<file path="config.mk">
export PLATFORM = sky130hd
export DESIGN_NAME = terminal_line_editor_core
export DESIGN_NICKNAME = d
export VERILOG_FILES = /design/src/hdl/tle_pkg.sv /design/src/hdl/tle_cell.sv /design/src/hdl/tle_line.sv /design/src/hdl/terminal_line_editor_core.sv
export SDC_FILE = /design/constraint.sdc
export NUM_CORES = 1
export LEC_CHECK = 0
export ABC_AREA = 1
export BUFFER_PORTS_ARGS = -buffer_cell sky130_fd_sc_hd__buf_2
export CAP_MARGIN = 20
export CORE_MARGIN = 1
export CORE_UTILIZATION = 45
export CTS_CLUSTER_DIAMETER = 150
export DETAILED_ROUTE_END_ITERATION = 16
export PLACE_DENSITY_LB_ADDON = 0.15
export SLEW_MARGIN = 10
export SYNTH_ARGS = -nofsm -noshare
export SYNTH_HDL_FRONTEND = slang
export SYNTH_HIERARCHICAL = 1
export SYNTH_SLANG_ARGS = --single-unit
</file>
<file path="constraint.sdc">
create_clock -name clk -period 3.5 [get_ports clk]
set_clock_uncertainty 0.15 [all_clocks]
set_input_delay 0.7 -clock clk [delete_from_list [all_inputs] [get_ports clk]]
set_output_delay 0.7 -clock clk [all_outputs]
set_load 0.02 [all_outputs]
</file>
<file path="src/hdl/tle_pkg.sv">
// ----------------------------------------------------------------------------
// tle_pkg: shared types and constants of the terminal line editor
// Character codes, echo sequences, result kinds and the line chain commands.
// ----------------------------------------------------------------------------
package tle_pkg;

	// received control characters
	localparam logic [7:0] CH_BS  = 8'h08;
	localparam logic [7:0] CH_CR  = 8'h0D;
	localparam logic [7:0] CH_ESC = 8'h1B;
	localparam logic [7:0] CH_DEL = 8'h7F;
	localparam logic [7:0] CH_LBR = 8'h5B;
	localparam logic [7:0] CH_C   = 8'h43;
	localparam logic [7:0] CH_D   = 8'h44;
	// echo-only characters
	localparam logic [7:0] CH_X   = 8'h58;
	localparam logic [7:0] CH_P   = 8'h50;
	localparam logic [7:0] CH_AT  = 8'h40;
	localparam logic [7:0] CH_E   = 8'h45;

	// result kinds
	localparam logic [1:0] KIND_ECHO = 2'd0;
	localparam logic [1:0] KIND_LINE = 2'd1;
	localparam logic [1:0] KIND_MARK = 2'd2;

	// echo sequences
	localparam logic [2:0] ECHO_BS_END = 3'd0;  // esc [ D esc [ X
	localparam logic [2:0] ECHO_BS_MID = 3'd1;  // esc [ D esc [ P
	localparam logic [2:0] ECHO_DEL    = 3'd2;  // esc [ P
	localparam logic [2:0] ECHO_INS    = 3'd3;  // esc [ @ char
	localparam logic [2:0] ECHO_CR     = 3'd4;  // esc E
	localparam logic [2:0] ECHO_RIGHT  = 3'd5;  // esc [ C
	localparam logic [2:0] ECHO_LEFT   = 3'd6;  // esc [ D
	localparam logic [2:0] ECHO_CHAR   = 3'd7;  // char

	// line chain command
	typedef enum logic [1:0] {
		CHAIN_IDLE,
		CHAIN_INSERT,
		CHAIN_DELETE,
		CHAIN_SHIFT
	} chain_op_t;

	typedef struct packed {
		chain_op_t  op;
		logic [7:0] chr;
	} chain_cmd_t;

	// per-cell operation
	typedef enum logic [1:0] {
		CELL_HOLD,
		CELL_LOAD,
		CELL_FROM_LEFT,
		CELL_FROM_RIGHT
	} cell_op_t;

	// number of bytes in an echo sequence
	function automatic logic [2:0] echo_len(input logic [2:0] id);
		logic [2:0] n;
		unique case (id)
			ECHO_BS_END, ECHO_BS_MID: n = 3'd6;
			ECHO_DEL, ECHO_RIGHT, ECHO_LEFT: n = 3'd3;
			ECHO_INS: n = 3'd4;
			ECHO_CR: n = 3'd2;
			ECHO_CHAR: n = 3'd1;
		endcase
		return n;
	endfunction

	// byte idx of an echo sequence, chr is the inserted character
	function automatic logic [7:0] echo_byte(input logic [2:0] id, input logic [2:0] idx,
			input logic [7:0] chr);
		logic [7:0][7:0] s;
		s = '0;
		unique case (id)
			ECHO_BS_END: begin
				s[0] = CH_ESC; s[1] = CH_LBR; s[2] = CH_D;
				s[3] = CH_ESC; s[4] = CH_LBR; s[5] = CH_X;
			end
			ECHO_BS_MID: begin
				s[0] = CH_ESC; s[1] = CH_LBR; s[2] = CH_D;
				s[3] = CH_ESC; s[4] = CH_LBR; s[5] = CH_P;
			end
			ECHO_DEL: begin
				s[0] = CH_ESC; s[1] = CH_LBR; s[2] = CH_P;
			end
			ECHO_INS: begin
				s[0] = CH_ESC; s[1] = CH_LBR; s[2] = CH_AT; s[3] = chr;
			end
			ECHO_CR: begin
				s[0] = CH_ESC; s[1] = CH_E;
			end
			ECHO_RIGHT: begin
				s[0] = CH_ESC; s[1] = CH_LBR; s[2] = CH_C;
			end
			ECHO_LEFT: begin
				s[0] = CH_ESC; s[1] = CH_LBR; s[2] = CH_D;
			end
			ECHO_CHAR: begin
				s[0] = chr;
			end
		endcase
		return s[idx];
	endfunction

endpackage

</file>
<file path="src/hdl/tle_cell.sv">
// ----------------------------------------------------------------------------
// tle_cell: one character position of the line chain
// Holds one byte; loads a new byte or takes its left or right neighbor's byte.
// ----------------------------------------------------------------------------
module tle_cell (
	input  logic              clk,
	input  tle_pkg::cell_op_t op,
	input  logic [7:0]        chr_new,
	input  logic [7:0]        chr_left,
	input  logic [7:0]        chr_right,
	output logic [7:0]        chr
);
	import tle_pkg::*;

	logic [7:0] chr_q;

	// character register, undefined until written
	always_ff @(posedge clk) begin
		unique case (op)
			CELL_HOLD:       chr_q <= chr_q;
			CELL_LOAD:       chr_q <= chr_new;
			CELL_FROM_LEFT:  chr_q <= chr_left;
			CELL_FROM_RIGHT: chr_q <= chr_right;
		endcase
	end

	assign chr = chr_q;

endmodule

</file>
<file path="src/hdl/tle_line.sv">
// ----------------------------------------------------------------------------
// tle_line: row of character cells holding the edit line
// Insert shifts the tail right, delete shifts it left, shift-out drains cell 0.
// ----------------------------------------------------------------------------
module tle_line #(
	parameter int LINE_MAX = 32,
	parameter int PW       = 6
) (
	input  logic                clk,
	input  tle_pkg::chain_cmd_t cmd,
	input  logic [PW-1:0]       pos,
	output logic [7:0]          head
);
	import tle_pkg::*;

	logic [7:0] chr [LINE_MAX];

	for (genvar i = 0; i < LINE_MAX; i++) begin : g_cell
		cell_op_t   op;
		logic [7:0] left;
		logic [7:0] right;

		// neighbor bytes, zero past the right end
		if (i == 0) begin : g_first
			assign left = cmd.chr;
		end else begin : g_mid
			assign left = chr[i-1];
		end
		if (i == LINE_MAX - 1) begin : g_last
			assign right = 8'h00;
		end else begin : g_inner
			assign right = chr[i+1];
		end

		// per-cell operation from the chain command
		always_comb begin
			op = CELL_HOLD;
			unique case (cmd.op)
				CHAIN_IDLE: op = CELL_HOLD;
				CHAIN_INSERT: begin
					if (PW'(i) == pos) op = CELL_LOAD;
					else if (PW'(i) > pos) op = CELL_FROM_LEFT;
				end
				CHAIN_DELETE: begin
					if (PW'(i) >= pos) op = CELL_FROM_RIGHT;
				end
				CHAIN_SHIFT: op = CELL_FROM_RIGHT;
			endcase
		end

		tle_cell u_cell (
			.clk       (clk),
			.op        (op),
			.chr_new   (cmd.chr),
			.chr_left  (left),
			.chr_right (right),
			.chr       (chr[i])
		);
	end

	assign head = chr[0];

endmodule

</file>
<file path="src/hdl/terminal_line_editor_core.sv">
// ----------------------------------------------------------------------------
// terminal_line_editor_core: line editor for a serial terminal
// Parses ESC [ sequences, edits a line held in a chain of character cells and
// streams echo bytes, finished line bytes and an end marker.
// ----------------------------------------------------------------------------
//  channel | dir | handshake         | contents
//  s_      | in  | tvalid/tready     | tdata: received byte
//  m_      | out | tvalid/tready     | tdata: byte, nonempty flag; tuser: kind;
//          |     |                   | tlast: final word of an input byte
//
// an input byte edits the line in the cycle it is taken; its results then leave
// one per cycle while m_ does not stall, through the output register: up to 6 words
// for an edit, 3 + line length for carriage return
// the next byte is taken once the sequencer has handed off its last word
// a stall on m_ holds the sequencer; reset clears mode, cursor and length,
// line cells keep their contents and need no clearing pass
// ----------------------------------------------------------------------------
module terminal_line_editor_core #(
	parameter int LINE_MAX = 32
) (
	input  logic        clk,
	input  logic        arst_n,
	input  logic        s_tvalid,
	output logic        s_tready,
	input  logic [7:0]  s_tdata,   // [7:0] in_byte
	output logic        m_tvalid,
	input  logic        m_tready,
	output logic [15:0] m_tdata,   // [7:0] out_byte, [8] line_nonempty, zero above
	output logic [1:0]  m_tuser,   // [1:0] out_kind
	output logic        m_tlast    // last
);
	import tle_pkg::*;

	localparam int PW = $clog2(LINE_MAX + 1);

	localparam logic [1:0] MODE_NORMAL = 2'd0;
	localparam logic [1:0] MODE_ESC    = 2'd1;
	localparam logic [1:0] MODE_CSI    = 2'd2;

	localparam logic [1:0] ST_IDLE = 2'd0;
	localparam logic [1:0] ST_ECHO = 2'd1;
	localparam logic [1:0] ST_DUMP = 2'd2;
	localparam logic [1:0] ST_MARK = 2'd3;

	logic [1:0]    mode_q, mode_d;
	logic [PW-1:0] cur_q, cur_d;
	logic [PW-1:0] len_q, len_d;
	logic [1:0]    state_q;
	logic [2:0]    echo_id_q, echo_id_d;
	logic [2:0]    idx_q;
	logic          cr_q, cr_d;
	logic          ne_q;
	logic [PW-1:0] dump_cnt_q;
	logic [7:0]    chr_q;
	logic          start;
	logic          accept;
	logic          out_free;
	logic          emit;
	logic          echo_done;
	chain_op_t     edit_op;
	logic [PW-1:0] edit_pos;
	chain_cmd_t    cmd;
	logic [PW-1:0] cmd_pos;
	logic [7:0]    head;

	logic          m_tvalid_q;
	logic [1:0]    kind_q;
	logic [7:0]    byte_q;
	logic          nonempty_q;
	logic          last_q;

	assign s_tready = (state_q == ST_IDLE);
	assign accept   = s_tvalid && s_tready;
	assign out_free = !m_tvalid_q || m_tready;
	assign emit     = out_free && (state_q != ST_IDLE);
	assign echo_done = (idx_q == echo_len(echo_id_q) - 3'd1);

	// decode of one received byte
	always_comb begin
		mode_d    = MODE_NORMAL;
		cur_d     = cur_q;
		len_d     = len_q;
		start     = 1'b0;
		echo_id_d = ECHO_CHAR;
		cr_d      = 1'b0;
		edit_op   = CHAIN_IDLE;
		edit_pos  = cur_q;
		unique case (mode_q)
			MODE_ESC: begin
				mode_d = (s_tdata == CH_LBR) ? MODE_CSI : MODE_NORMAL;
			end
			MODE_CSI: begin
				if (s_tdata == CH_C && cur_q < len_q) begin
					cur_d = cur_q + PW'(1); start = 1'b1; echo_id_d = ECHO_RIGHT;
				end else if (s_tdata == CH_D && cur_q != '0) begin
					cur_d = cur_q - PW'(1); start = 1'b1; echo_id_d = ECHO_LEFT;
				end
			end
			default: begin
				if (s_tdata == CH_BS) begin
					if (cur_q != '0) begin
						cur_d = cur_q - PW'(1);
						len_d = len_q - PW'(1);
						start = 1'b1;
						if (cur_q == len_q) begin
							echo_id_d = ECHO_BS_END;
						end else begin
							echo_id_d = ECHO_BS_MID;
							edit_op   = CHAIN_DELETE;
							edit_pos  = cur_q - PW'(1);
						end
					end
				end else if (s_tdata == CH_CR) begin
					cur_d = '0; len_d = '0; start = 1'b1;
					echo_id_d = ECHO_CR; cr_d = 1'b1;
				end else if (s_tdata == CH_ESC) begin
					mode_d = MODE_ESC;
				end else if (s_tdata == CH_DEL) begin
					if (cur_q < len_q) begin
						len_d = len_q - PW'(1); start = 1'b1;
						echo_id_d = ECHO_DEL; edit_op = CHAIN_DELETE;
					end
				end else if (len_q < PW'(LINE_MAX)) begin
					cur_d = cur_q + PW'(1); len_d = len_q + PW'(1); start = 1'b1;
					edit_op = CHAIN_INSERT;
					echo_id_d = (cur_q == len_q) ? ECHO_CHAR : ECHO_INS;
				end
			end
		endcase
	end

	// chain command: edit on accept, drain during line dump
	always_comb begin
		cmd.chr = s_tdata;
		cmd_pos = edit_pos;
		if (accept) begin
			cmd.op = edit_op;
		end else if (state_q == ST_DUMP && out_free) begin
			cmd.op = CHAIN_SHIFT;
		end else begin
			cmd.op = CHAIN_IDLE;
		end
	end

	tle_line #(
		.LINE_MAX (LINE_MAX),
		.PW       (PW)
	) u_line (
		.clk  (clk),
		.cmd  (cmd),
		.pos  (cmd_pos),
		.head (head)
	);

	// editor state and result sequencer
	always_ff @(posedge clk or negedge arst_n) begin
		if (!arst_n) begin
			mode_q     <= MODE_NORMAL;
			cur_q      <= '0;
			len_q      <= '0;
			state_q    <= ST_IDLE;
			echo_id_q  <= ECHO_CHAR;
			idx_q      <= '0;
			cr_q       <= 1'b0;
			ne_q       <= 1'b0;
			dump_cnt_q <= '0;
		end else begin
			if (accept) begin
				mode_q <= mode_d;
				cur_q  <= cur_d;
				len_q  <= len_d;
				if (start) begin
					state_q    <= ST_ECHO;
					echo_id_q  <= echo_id_d;
					idx_q      <= '0;
					cr_q       <= cr_d;
					ne_q       <= (len_q != '0);
					dump_cnt_q <= len_q;
				end
			end else if (emit) begin
				unique case (state_q)
					ST_ECHO: begin
						idx_q <= idx_q + 3'd1;
						if (echo_done) begin
							if (!cr_q) state_q <= ST_IDLE;
							else if (dump_cnt_q != '0) state_q <= ST_DUMP;
							else state_q <= ST_MARK;
						end
					end
					ST_DUMP: begin
						dump_cnt_q <= dump_cnt_q - PW'(1);
						if (dump_cnt_q == PW'(1)) state_q <= ST_MARK;
					end
					ST_MARK: state_q <= ST_IDLE;
					default: state_q <= ST_IDLE;
				endcase
			end
		end
	end

	// held character for insert echo
	always_ff @(posedge clk) begin
		if (accept) chr_q <= s_tdata;
	end

	// output word valid
	always_ff @(posedge clk or negedge arst_n) begin
		if (!arst_n) begin
			m_tvalid_q <= 1'b0;
		end else if (emit) begin
			m_tvalid_q <= 1'b1;
		end else if (m_tready) begin
			m_tvalid_q <= 1'b0;
		end
	end

	// output word payload
	always_ff @(posedge clk) begin
		if (emit) begin
			unique case (state_q)
				ST_ECHO: begin
					kind_q     <= KIND_ECHO;
					byte_q     <= echo_byte(echo_id_q, idx_q, chr_q);
					nonempty_q <= 1'b0;
					last_q     <= echo_done && !cr_q;
				end
				ST_DUMP: begin
					kind_q     <= KIND_LINE;
					byte_q     <= head;
					nonempty_q <= 1'b0;
					last_q     <= 1'b0;
				end
				default: begin
					kind_q     <= KIND_MARK;
					byte_q     <= 8'h00;
					nonempty_q <= ne_q;
					last_q     <= 1'b1;
				end
			endcase
		end
	end

	assign m_tvalid = m_tvalid_q;
	assign m_tdata  = {7'b0, nonempty_q, byte_q};
	assign m_tuser  = kind_q;
	assign m_tlast  = last_q;

	// cursor never passes the end of the line
	a_cursor_in_line: assert property (@(posedge clk) disable iff (!arst_n)
		cur_q <= len_q)
		else $error("cursor beyond line length");

	// line never exceeds its store
	a_len_bounded: assert property (@(posedge clk) disable iff (!arst_n)
		len_q <= PW'(LINE_MAX))
		else $error("line length beyond store");

	// a line dump always has bytes left to send
	a_dump_count: assert property (@(posedge clk) disable iff (!arst_n)
		state_q == ST_DUMP |-> dump_cnt_q != '0)
		else $error("line dump with empty count");

	// end marker closes the results of its byte
	a_mark_last: assert property (@(posedge clk) disable iff (!arst_n)
		m_tvalid_q && kind_q == KIND_MARK |-> last_q)
		else $error("end marker not flagged last");

endmodule

</file>
==> After elaboration in Yosys (flattened, before gate mapping) <==
Memories as Yosys holds them, arrays and structs flattened.
Cells that the tools add are included.
{ "totals": {"reg_bits": 307, "latch_bits": 0, "ram_bits": 0, "rom_bits": 24, "output_inout_bits": 21, "wordCells": 612, "n_memories": 1} }
{ "memory_table": {"columns": ["name", "depth", "word_bits", "rd", "rd_ports_with_merged_regs", "wr", "line_no", "source"], "rows": [
  ["(no name shown)", 8, 3, 1, 0, 0, "tle_pkg.sv:60", "unique case (id)"]
]} }
{ "op_classes": {"addsub": 7, "n_mul": 0, "div": 0, "n_lt_le_gt_ge": 67, "eq_ne": 161, "shift": 0, "muxes": 259, "bitwise": 2, "reduce_logical": 68} }
{ "ops": {"columns": ["op", "count"], "rows": [
  ["$pmux 8 s3", 31],
  ["$pmux 2 s4", 32],
  ["$mux 2", 114],
  ["$mux 6", 23],
  ["$eq 2x2->1 const B", 68],
  ["$eq 5x6->1 const A", 16],
  ["$ge 5x6->1 const A", 16],
  ["$gt 5x6->1 const A", 16],
  ["$mux 8", 9],
  ["$eq 2x1->1 const B", 35],
  ["$logic_not 2->1", 34],
  ["$pmux 8 s2", 4],
  ["$eq 4x6->1 const A", 8],
  ["$ge 4x6->1 const A", 8],
  ["$gt 4x6->1 const A", 8],
  ["$mux 3", 12],
  ["$eq 8x7->1 const B", 4],
  ["$mux 16", 2],
  ["$pmux 15 s2", 1],
  ["$pmux 7 s4", 1],
  ["$bmux 8 s3", 1],
  ["$eq 3x6->1 const A", 4],
  ["$ge 3x6->1 const A", 4],
  ["$gt 3x6->1 const A", 4],
  ["50 further kinds", 109]
]} }

==> Depth between registers and ports, before layout <==
Gate-level depths: netlist of the first run.
{ "depth": {"ltp_word": 13, "ltp_mapped": 24} }

==> Modules after synthesis <==
Netlist of the first run, hierarchy kept.
{ "by_module_without_submodules": {"columns": ["module", "n_inst", "cells_per_inst", "area_per_inst_um2", "seq_area_each_um2"], "rows": [
  ["tle_cell", 32, 46, 449.2, 240.2],
  ["terminal_line_editor_core", 1, 519, 3893.7, 1380.1],
  ["tle_line", 1, 254, 1233.7, 0.0]
]} }

==> Least setup slack after synthesis of the first run <==
Ideal clock, no wire load.
{ "synth_timing": {"path_kind": "input to register", "start": "input s_tdata[1]", "end": "register u_line.g_cell[15].u_cell.chr_q[0], enable pin", "setup_ps": 329, "t_arrival_ps": 3260, "t_required_ps": 3021, "setup_slack_ps": -239, "cell_stages": 13, "path_buffers": 1, "cell_sequence": "or2_4 nor2_4 nand2_4 inv_1 nand4_1 o21ai_0 nand2_4 inv_2 nand2_1 o31ai_1 buf_6 clkinv_4 nand2_1"} }
{ "synth_between": {"word_cells_on_any_way": 24} }
{ "synth_lines": {"columns": ["item", "line_no", "source"], "rows": [
  ["start, declared", "terminal_line_editor_core.sv:25", "input logic [7:0] s_tdata,"],
  ["$eq 8x4->1 (*)", "terminal_line_editor_core.sv:100", "if (s_tdata == CH_BS) begin"],
  ["$mux 6 (*)", "terminal_line_editor_core.sv:100", null],
  ["$mux 6 (*)", "terminal_line_editor_core.sv:88", "unique case (mode_q)"],
  ["via cmd_pos[2]", "terminal_line_editor_core.sv:63", "logic [PW-1:0] cmd_pos;"],
  ["$ge 4x6->1 or $eq 4x6->1 (tied branches)", "tle_line.sv:45, tle_line.sv:41", null],
  ["$mux 2 (on tied branches)", "tle_line.sv:45, tle_line.sv:41", null],
  ["$pmux 2 s4 (*)", "tle_line.sv:38", "unique case (cmd.op)"],
  ["via u_line.g_cell[15].op[0]", "tle_line.sv:19", "cell_op_t op;"],
  ["$logic_not 2->1 (*)", "tle_cell.sv:19", "unique case (op)"],
  ["end signal, assigned", "tle_cell.sv:20", "CELL_HOLD: chr_q <= chr_q;"],
  ["end signal, assigned", "tle_cell.sv:21", "CELL_LOAD: chr_q <= chr_new;"],
  ["end signal, assigned", "tle_cell.sv:22", "CELL_FROM_LEFT: chr_q <= chr_left;"],
  ["end, declared", "tle_cell.sv:15", "logic [7:0] chr_q;"]
]} }
Mark *: on every way through the listed nets, which the timed path passes. The rest lies on a longest branch.
A chain may end at the register's enable or synchronous reset.

==> Final worst setup path of the first run <==
{ "layout_timing": {"start": "input s_tdata[4]", "end": "register u_line.g_cell[26].u_cell.chr_q[3], enable pin"} }
{ "layout_between": {"word_cells_on_any_way": 24} }
{ "layout_lines": {"columns": ["item", "line_no"], "rows": [
  ["$eq 8x4->1 (*)", "terminal_line_editor_core.sv:100"],
  ["$mux 6 (*)", "terminal_line_editor_core.sv:100"],
  ["$mux 6 (*)", "terminal_line_editor_core.sv:88"],
  ["via cmd_pos[2]", "terminal_line_editor_core.sv:63"],
  ["$ge 5x6->1 or $eq 5x6->1 (tied branches)", "tle_line.sv:45, tle_line.sv:41"],
  ["$mux 2 (on tied branches)", "tle_line.sv:45, tle_line.sv:41"],
  ["$pmux 2 s4 (*)", "tle_line.sv:38"],
  ["via u_line.g_cell[26].op[0]", "tle_line.sv:19"],
  ["$logic_not 2->1 (*)", "tle_cell.sv:19"],
  ["end signal, assigned", "tle_cell.sv:20"],
  ["end signal, assigned", "tle_cell.sv:21"],
  ["end signal, assigned", "tle_cell.sv:22"],
  ["end, declared", "tle_cell.sv:15"]
]} }
Marked as above.

==> results.tsv, run 1 <==
stage	metric	value	unit
outcome	status	finished clean	
setup_path	cp.required	3.61	ns
power	p_seq_share	36.6	%
power	p_per_area	815	nW/um^2
floorplanning	io_pins	33	
logic_synthesis	synth_top_cell_by_area	edfxtp_1	
global_routing	antenna_found_initial	2	
timing	hold_slack	0.0432	ns
logic_synthesis	synth_ff_type	edfxtp_1	
timing	finalSetupViolations	0	
global_routing	grt_max_degree	36	
setup_path	worstPathCellList	buf_2, nor2_1, buf_4, nand3_1, inv_2, nand2_4, inv_1, buf_4, nand3_2, buf_4, nand2_1, o21ai_1, buf_4, nor2_2, nand2_2, buf_4, nor2_1, o21ai_2, nand2_2, clkinv_4, nand2_1, buf_4	
place	port-buffer-count	25	
logic_synthesis	synth_area_per_cell	8.69	sq um
power	p_leak	9.81	nW
floorplanning	die_area	44200	sq um
setup_path	arrival	3.46	ns
routing	vias	17600	
clock_network	cts_buffer_depth	3	
setup_path	critPathMaxFanout	9	
power	p_total	0.0189	W
power	switchingPower	0.00738	W
cells_and_area	flow.area_growth_from_synthesis	18.7	%
timing	finalMaxSlewViolations	0	
logic_synthesis	syn_inst	2245	
timing	slew_headroom	50.1	%
routing	drtAntennaViolNets	0	
timing	fin_crit_sh	95.6	%
logic_synthesis	synth-seq-cells	307	
floorplanning	fp.dieW	210	microns
floorplanning	initial_utilization	46.1	%
routing	drtIter0Drc	1534	
logic_synthesis	synth.distinct_cells	49	
global_routing	overflow	0	
floorplanning	core_area	42300	sq um
cells_and_area	fillers	3884	
setup_path	cp_common_cell	buf_4	
clock_network	cts_root_buf	clkbuf_16	
routing	wirelength	56200	microns
global_routing	grt_pass1_vias	17100	
setup_path	cp-start-kind	primary input	
place	gp_congestion	0.922	
setup_path	slowest_stage	nand3_1	
routing	wirelength_met1	25100	microns
clock_network	htreeDepth	2	
routing	via_per_inst	5.59	
routing	wl_met3	3780	microns
setup_path	worst-setup-path-type	primary input to register	
clock_network	cts_made_buffers	37	
floorplanning	die_h	210	microns
logic_synthesis	synth_area_leaders	edfxtp_1 (42%), nand3_1 (22%), nand2_1 (9.5%)	
power	switching_share	39.1	%
global_routing	grt_pass1_wl	89900	microns
cells_and_area	fin_nets	2570	
cells_and_area	multi_input_area	8330	sq um
floorplanning	row_count	75	
routing	drc	0	
power	vdd_drop_max	0.403	mV
routing	wl_met2	25900	microns
logic_synthesis	synthTopCellsByCount	nand3_1 (852), nand2_1 (494), edfxtp_1 (276)	
routing	top_layer_used	met4	
power	share_comb_of_total_power	44.0	%
logic_synthesis	synth.top_cell.area_share	42.5	%
routing	dr.pass1.iters	6	
setup_path	rrSetupSlack	0.16	ns
clock_network	clock_latency	0.57	ns
run	maxCapViolations	0	
timing	tightest_slew	0.748	ns
setup_path	critical_path.endpoint_type	register	
routing	wl_per_cell	17.9	microns
logic_synthesis	yosysWarningCount	6	
timing	max_freq	299	MHz
clock_network	cts_sinks	307	
cells_and_area	regArea	9070	sq um
power	power.internal	0.0115	W
place	dp_hpwl	42300	microns
logic_synthesis	synth.cell_area	19500	sq um
logic_synthesis	ys_seq_area_share	46.5	%
clock_network	hold_buffers	0	
clock_network	cts_tree	built	
logic_synthesis	yosysMostFrequentCell	nand3_1	
timing	min_period	3.34	ns
logic_synthesis	synth_edf_count	276	
cells_and_area	drive_gt1_share	23.3	%
setup_path	slowest_delay	0.20	ns
worst_hold_path	worst_hold_path_type	primary input to asynchronous set/reset pin	
logic_synthesis	synthArstFlopShare	10.1	%
global_routing	grt_use_total	25.6	%
timing	finalHoldViolations	0	
clock_network	path_clk_slew	0.06	ns
power	p_clk_share	19.3	%
## power by group through the flow
stage / sequential, W / clock [W] / combinational (W)
floorplan: 0.00658 / 0 / 0.00566
global placement: 0.00696 / 0 / 0.00788
detailed placement: 0.00696 / 0 / 0.00804
CTS: 0.00690 / 0.00372 / 0.00811
global route: 0.00703 / 0.00385 / 0.00916
finish: 0.00691 / 0.00365 / 0.00831
## metrics by stage
stage / setup slack, ns / setup TNS, ns / utilization, % / std cells / instance area (sq um)
after floorplan: 0.0188 / 0 / - / 2258 / 19600
after global placement: -0.758 / -173.35 / 51.5 / 3069 / 21800
after detailed placement: -0.693 / -170.22 / 51.5 / 3069 / 21800
after CTS: 0.0162 / 0 / 54.2 / 3135 / 23000
after global routing: -0.0349 / -0.534 / 54.7 / 3140 / 23100
final: 0.155 / 0 / 54.7 / 3141 / 23100
## what timing repair did
action | 4_1_cts | 5_1_grt
pin swaps | 1 | 7
setup endpoints to repair | 74 | 512
buffers inserted | 0 | 5
endpoints found under the hold margin | 0 | 0
resized for setup | 8 | 43
cloned | 1 | 0
## cells in the final DEF, fill, tap and decap left out, types with 10 or more instances in the layout
| cell | instances |
|---|---|
| a21oi_1 | 22 |
| buf_12 | 33 |
| buf_2 | 25 |
| buf_4 | 308 |
| clkbuf_16 | 39 |
| clkinv_1 | 10 |
| clkinv_4 | 32 |
| conb_1 | 15 |
| dfrtp_1 | 28 |
| edfxtp_1 | 276 |
| ha_1 | 19 |
| inv_1 | 73 |
| inv_2 | 50 |
| nand2_1 | 480 |
| nand2_2 | 23 |
| nand3_1 | 848 |
| nand3_2 | 11 |
| nand4_1 | 17 |
| nor2_1 | 49 |
| nor2_2 | 12 |
| nor2_4 | 10 |
| o21ai_0 | 46 |
| o21ai_1 | 17 |
| o21ai_2 | 14 |
| o22ai_1 | 14 |
| xor2_1 | 14 |
## kinds of logic after synthesis
kind of cell               synth area share (%)
AOI/OAI and AO/OA                          4.08
and+or+nand+nor                            35.2
adders and majority gates                  1.35
buffers and inverters                      11.9
other                                    0.0385
xor gates and xnor gates                  0.943
DFF                                        46.5
## per-layer routing
| layer | track usage, % | vias up |
|---|---|---|
| met2 | 41.3 | 639 |
| met5 | 0 | - |
| met4 | 8.28 | 0 |
| met3 | 3.93 | 106 |
| li1 | - | 8476 |
| met1 | 35.3 | 8349 |
## registers in the layout (all words and copies together) (netlist names)
signal and flops:
byte_q 8, dump_cnt_q 6, state_q 2, m_tuser 2, m_tlast 1, u_line/g_cell.u_cell/chr 256
cr_q 1, nonempty_q 1, chr_q 8, len_q 6, m_tvalid 1, mode_q 2
echo_id_q 3, ne_q 1, idx_q 3, cur_q 6
## worst max-delay path: cells and delay by family
kind,cells,cell delay [ns]
simple gates,10,1.23
compound gates,2,0.16
buf+inv,10,1.35
## final cells by class
type	count	area share, %
inverter	159	3.29
tap	577	3.12
sequential	307	39.2
multi-input combinational	1662	36.0
clock buffer	47	4.35
antenna	1	0.0108
timing repair buffer	370	13.6
clock inverter	18	0.481
## worst paths after layout
path,to,start,depth (start not counted)
min in group clk,m_tvalid,m_tready,4
max in group asynchronous,mode_q[0],arst_n,1
worst min register to register,ne_q,ne_q,2
worst max register to register,u_line/g_cell[26].u_cell/chr[3],cur_q[1],19
worst min-delay path,cur_q[5],arst_n,1
worst max-delay path,u_line/g_cell[26].u_cell/chr[3],s_tdata[4],22
(Power assumes the default switching activity.)
==> run 2, diff against run 1 <==
--- a/config.mk
+++ b/config.mk
@@ -8,12 +8,12 @@
 export ABC_AREA = 1
 export BUFFER_PORTS_ARGS = -buffer_cell sky130_fd_sc_hd__buf_2
 export CAP_MARGIN = 20
+export CORE_ASPECT_RATIO = 0.7
 export CORE_MARGIN = 1
 export CORE_UTILIZATION = 45
 export CTS_CLUSTER_DIAMETER = 150
 export DETAILED_ROUTE_END_ITERATION = 16
 export PLACE_DENSITY_LB_ADDON = 0.15
-export SLEW_MARGIN = 10
 export SYNTH_ARGS = -nofsm -noshare
 export SYNTH_HDL_FRONTEND = slang
 export SYNTH_HIERARCHICAL = 1
==> constraint.sdc (replaced) <==
create_clock -name clk -period 4.3 [get_ports clk]
set_clock_uncertainty 0.15 [all_clocks]
set_input_delay 0.86 -clock clk [delete_from_list [all_inputs] [get_ports clk]]
set_output_delay 0.86 -clock clk [all_outputs]
set_load 0.02 [all_outputs]
==> run 2 against run 1 <==
Against the previous run:
- combinational power is 29% lower
- worst setup slack gained 0.24 ns
- sequential power down 18%
- largest cell class unchanged
- routed wire length fell by 2.2%
==> results.tsv, run 2 (synthesized netlist as in run 1, its figures left out) <==
stage	metric	value	unit	change
outcome	status	finished clean		
global_routing	grt_use_total	25.0	%	-0.65 points
timing	fin_crit_sh	90.8	%	
timing	finalSetupViolations	0		unchanged
timing	finalMaxSlewViolations	0		unchanged
routing	drc	0		unchanged
worst_hold_path	worst_hold_path_type	primary input to asynchronous set/reset pin		
floorplanning	fp.dieW	251	microns	+19%
setup_path	worstPathCellList	inv_1, ha_1, nand2_1, inv_1, a21oi_2, nand3_2, o311ai_2, inv_1, nor2_1, nand2_1, nand3_1, clkinv_4, nand2_1		
setup_path	arrival	3.94	ns	+0.48 ns
cells_and_area	largest_reg_flops	256		unchanged
routing	via_per_inst	5.74		+2.5%
clock_network	cts_buffer_depth	3		unchanged
routing	vias	17200		-2.4%
floorplanning	row_count	63		-16%
setup_path	cp-start-kind	register		
cells_and_area	final_common_cell	nand3_1		
cells_and_area	fin_nets	2449		-4.7%
timing	rsz0062_at_grt	false		
setup_path	slowest_delay	0.47	ns	+0.27 ns
clock_network	post-cts-setup-buffer-count	0		unchanged
place	gp_congestion	0.950		+2.9%
routing	drtIter0Drc	1637		+6.7%
timing	setup_ws	0.394	ns	+0.239 ns
power	p_total	0.0144	W	-23%
timing	min_period	3.91	ns	
global_routing	grt_max_degree	37		+2.8%
setup_path	worst-setup-path-type	register to register		
power	p_leak	9.09	nW	-7.3%
timing	finalHoldViolations	0		unchanged
place	port-buffer-count	25		unchanged
clock_network	cts_made_buffers	34		-8.1%
setup_path	slowest_stage	nor2_1		
cells_and_area	instances_no_fill	2990		-4.8%
global_routing	grt_pass1_vias	16200		-5.5%
floorplanning	die_h	176	microns	-16%
timing	tns	0	ns	unchanged
clock_network	path_clk_slew	0.06	ns	about the same
floorplanning	core_area	42600	sq um	+0.58%
routing	dr.pass1.iters	6		unchanged
routing	drtAntennaViolNets	0		unchanged
clock_network	hold_buffers	0		unchanged
global_routing	grt_pass1_wl	88200	microns	-1.9%
clock_network	cts_sinks	307		unchanged
clock_network	cts.repair.resized	0		-8
run	maxCapViolations	0		unchanged
place	post-place-ws	-0.0971	ns	+0.596 ns
cells_and_area	antenna_cells	0		-1
clock_network	htreeDepth	2		unchanged
cells_and_area	final_cell_mix	nand3_1 (852), nand2_1 (494), edfxtp_1 (276), buf_4 (212), inv_1 (77)		
place	dp_hpwl	40600	microns	-3.9%
cells_and_area	flow.area_growth_from_synthesis	11.8	%	
setup_path	critPathMaxFanout	8		-1
setup_path	r2r_end	u_line/g_cell[29].u_cell/chr[7]		
timing	slew_headroom	47.0	%	-3.1 points
global_routing	antenna_found_initial	0		-2
cells_and_area	fin_area	21800	sq um	-5.8%
routing	wirelength	54900	microns	-2.2%
floorplanning	die_area	44200	sq um	about the same
cells_and_area	drive_gt1_share	17.9	%	-5.4 points
clock_network	cts_tree	built		
place	place_area	20700	sq um	-5.0%
routing	wl_per_cell	18.4	microns	+2.7%
clock_network	cts_root_buf	clkbuf_16		
floorplanning	io_pins	33		unchanged
place	dp_cells	2932		-4.5%
setup_path	r2r_cells	13		-6
setup_path	setup.worst_path.start	len_q[5]		
setup_path	r2r-start	len_q[5]		
global_routing	overflow	0		unchanged
timing	tightest_slew	0.795	ns	+0.0468 ns
setup_path	critical_path.endpoint_type	register		
power	vdd_drop_max	0.281	mV	-30%
setup_path	cp.required	4.33	ns	+0.72 ns
power	p_per_area	663	nW/um^2	-19%
setup_path	rrSetupSlack	0.39	ns	+0.24 ns
floorplanning	initial_utilization	45.8	%	-0.26 points
timing	max_freq	256	MHz	
clock_network	clock_latency	0.53	ns	-0.04 ns
-- run 2: cell types whose count changed in the layout (fill, tap and decap cells not counted), sizes merged, moves of 2 or more --
cell	previous run	this run
clkbuf	47	45
clkinv	49	45
buf	370	253
inv	126	124
-- run 2: worst max path at each step --
| stage | depth (start not counted) | to | slack [ns] |
|---|---|---|---|
| finish | 13 | u_line/g_cell[29].u_cell/chr[7] | 0.39 |
| global route | 17 | u_line/g_cell[16].u_cell/chr[3] | 0.14 |
| CTS | 18 | u_line/g_cell[24].u_cell/chr[1] | 0.30 |
| detailed placement | 18 | u_line/g_cell[24].u_cell/chr[1] | -0.1 |
| global placement | 18 | u_line/g_cell[24].u_cell/chr[3] | 0.05 |
| floorplan | 13 | u_line/g_cell[15].u_cell/chr[0] | 0.40 |
-- run 2: metal layers --
| layer | part of all wire (%) | GRT usage, % | vias to the layer above |
|---|---|---|---|
| met5 | 0 | 0 | - |
| met4 | 2.1 | 6.03 | 0 |
| met3 | 7.5 | 4.04 | 78 |
| met2 | 41 | 35.1 | 648 |
| met1 | 50 | 39.5 | 8207 |
| li1 | - | - | 8217 |
-- run 2: area by class of cell --
class	count	area, sq um
sequential	307	9070
clock buffer	45	976
multi-input combinational	1661	8180
clock inverter	13	87.6
timing repair buffer	253	2040
tap	552	691
fill	3994	20800
inverter	159	757
-- run 2: stage by stage --
| step | util, % | hold slack [ns] |
|---|---|---|
| 6_report | 51.2 | 0.274 |
| 5_1_grt | 51.2 | 0.329 |
| 3_5_place_dp | 48.7 | 0.327 |
| 3_3_place_gp | 48.7 | 0.327 |
| 4_1_cts | 51.2 | 0.270 |
| 2_1_floorplan | - | 0.303 |
-- run 2: worst max-delay path, delay by kind of cell (launching register included) --
family | cells | cell delay [ns]
AOI/OAI and AO/OA | 2 | 0.64
buffers and inverters | 4 | 0.58
adders and majority gates | 1 | 0.28
DFF | 1 | 0.43
and+or+nand+nor | 6 | 1.47
-- run 2: report_power, final --
part / internal [W] / total, W / leakage [nW] / switching [W]
Clock: 0.00165 / 0.00286 / 0.517 / 0.00121
Sequential: 0.00490 / 0.00565 / 3.01 / 0.000752
Combinational: 0.00211 / 0.00593 / 5.57 / 0.00383
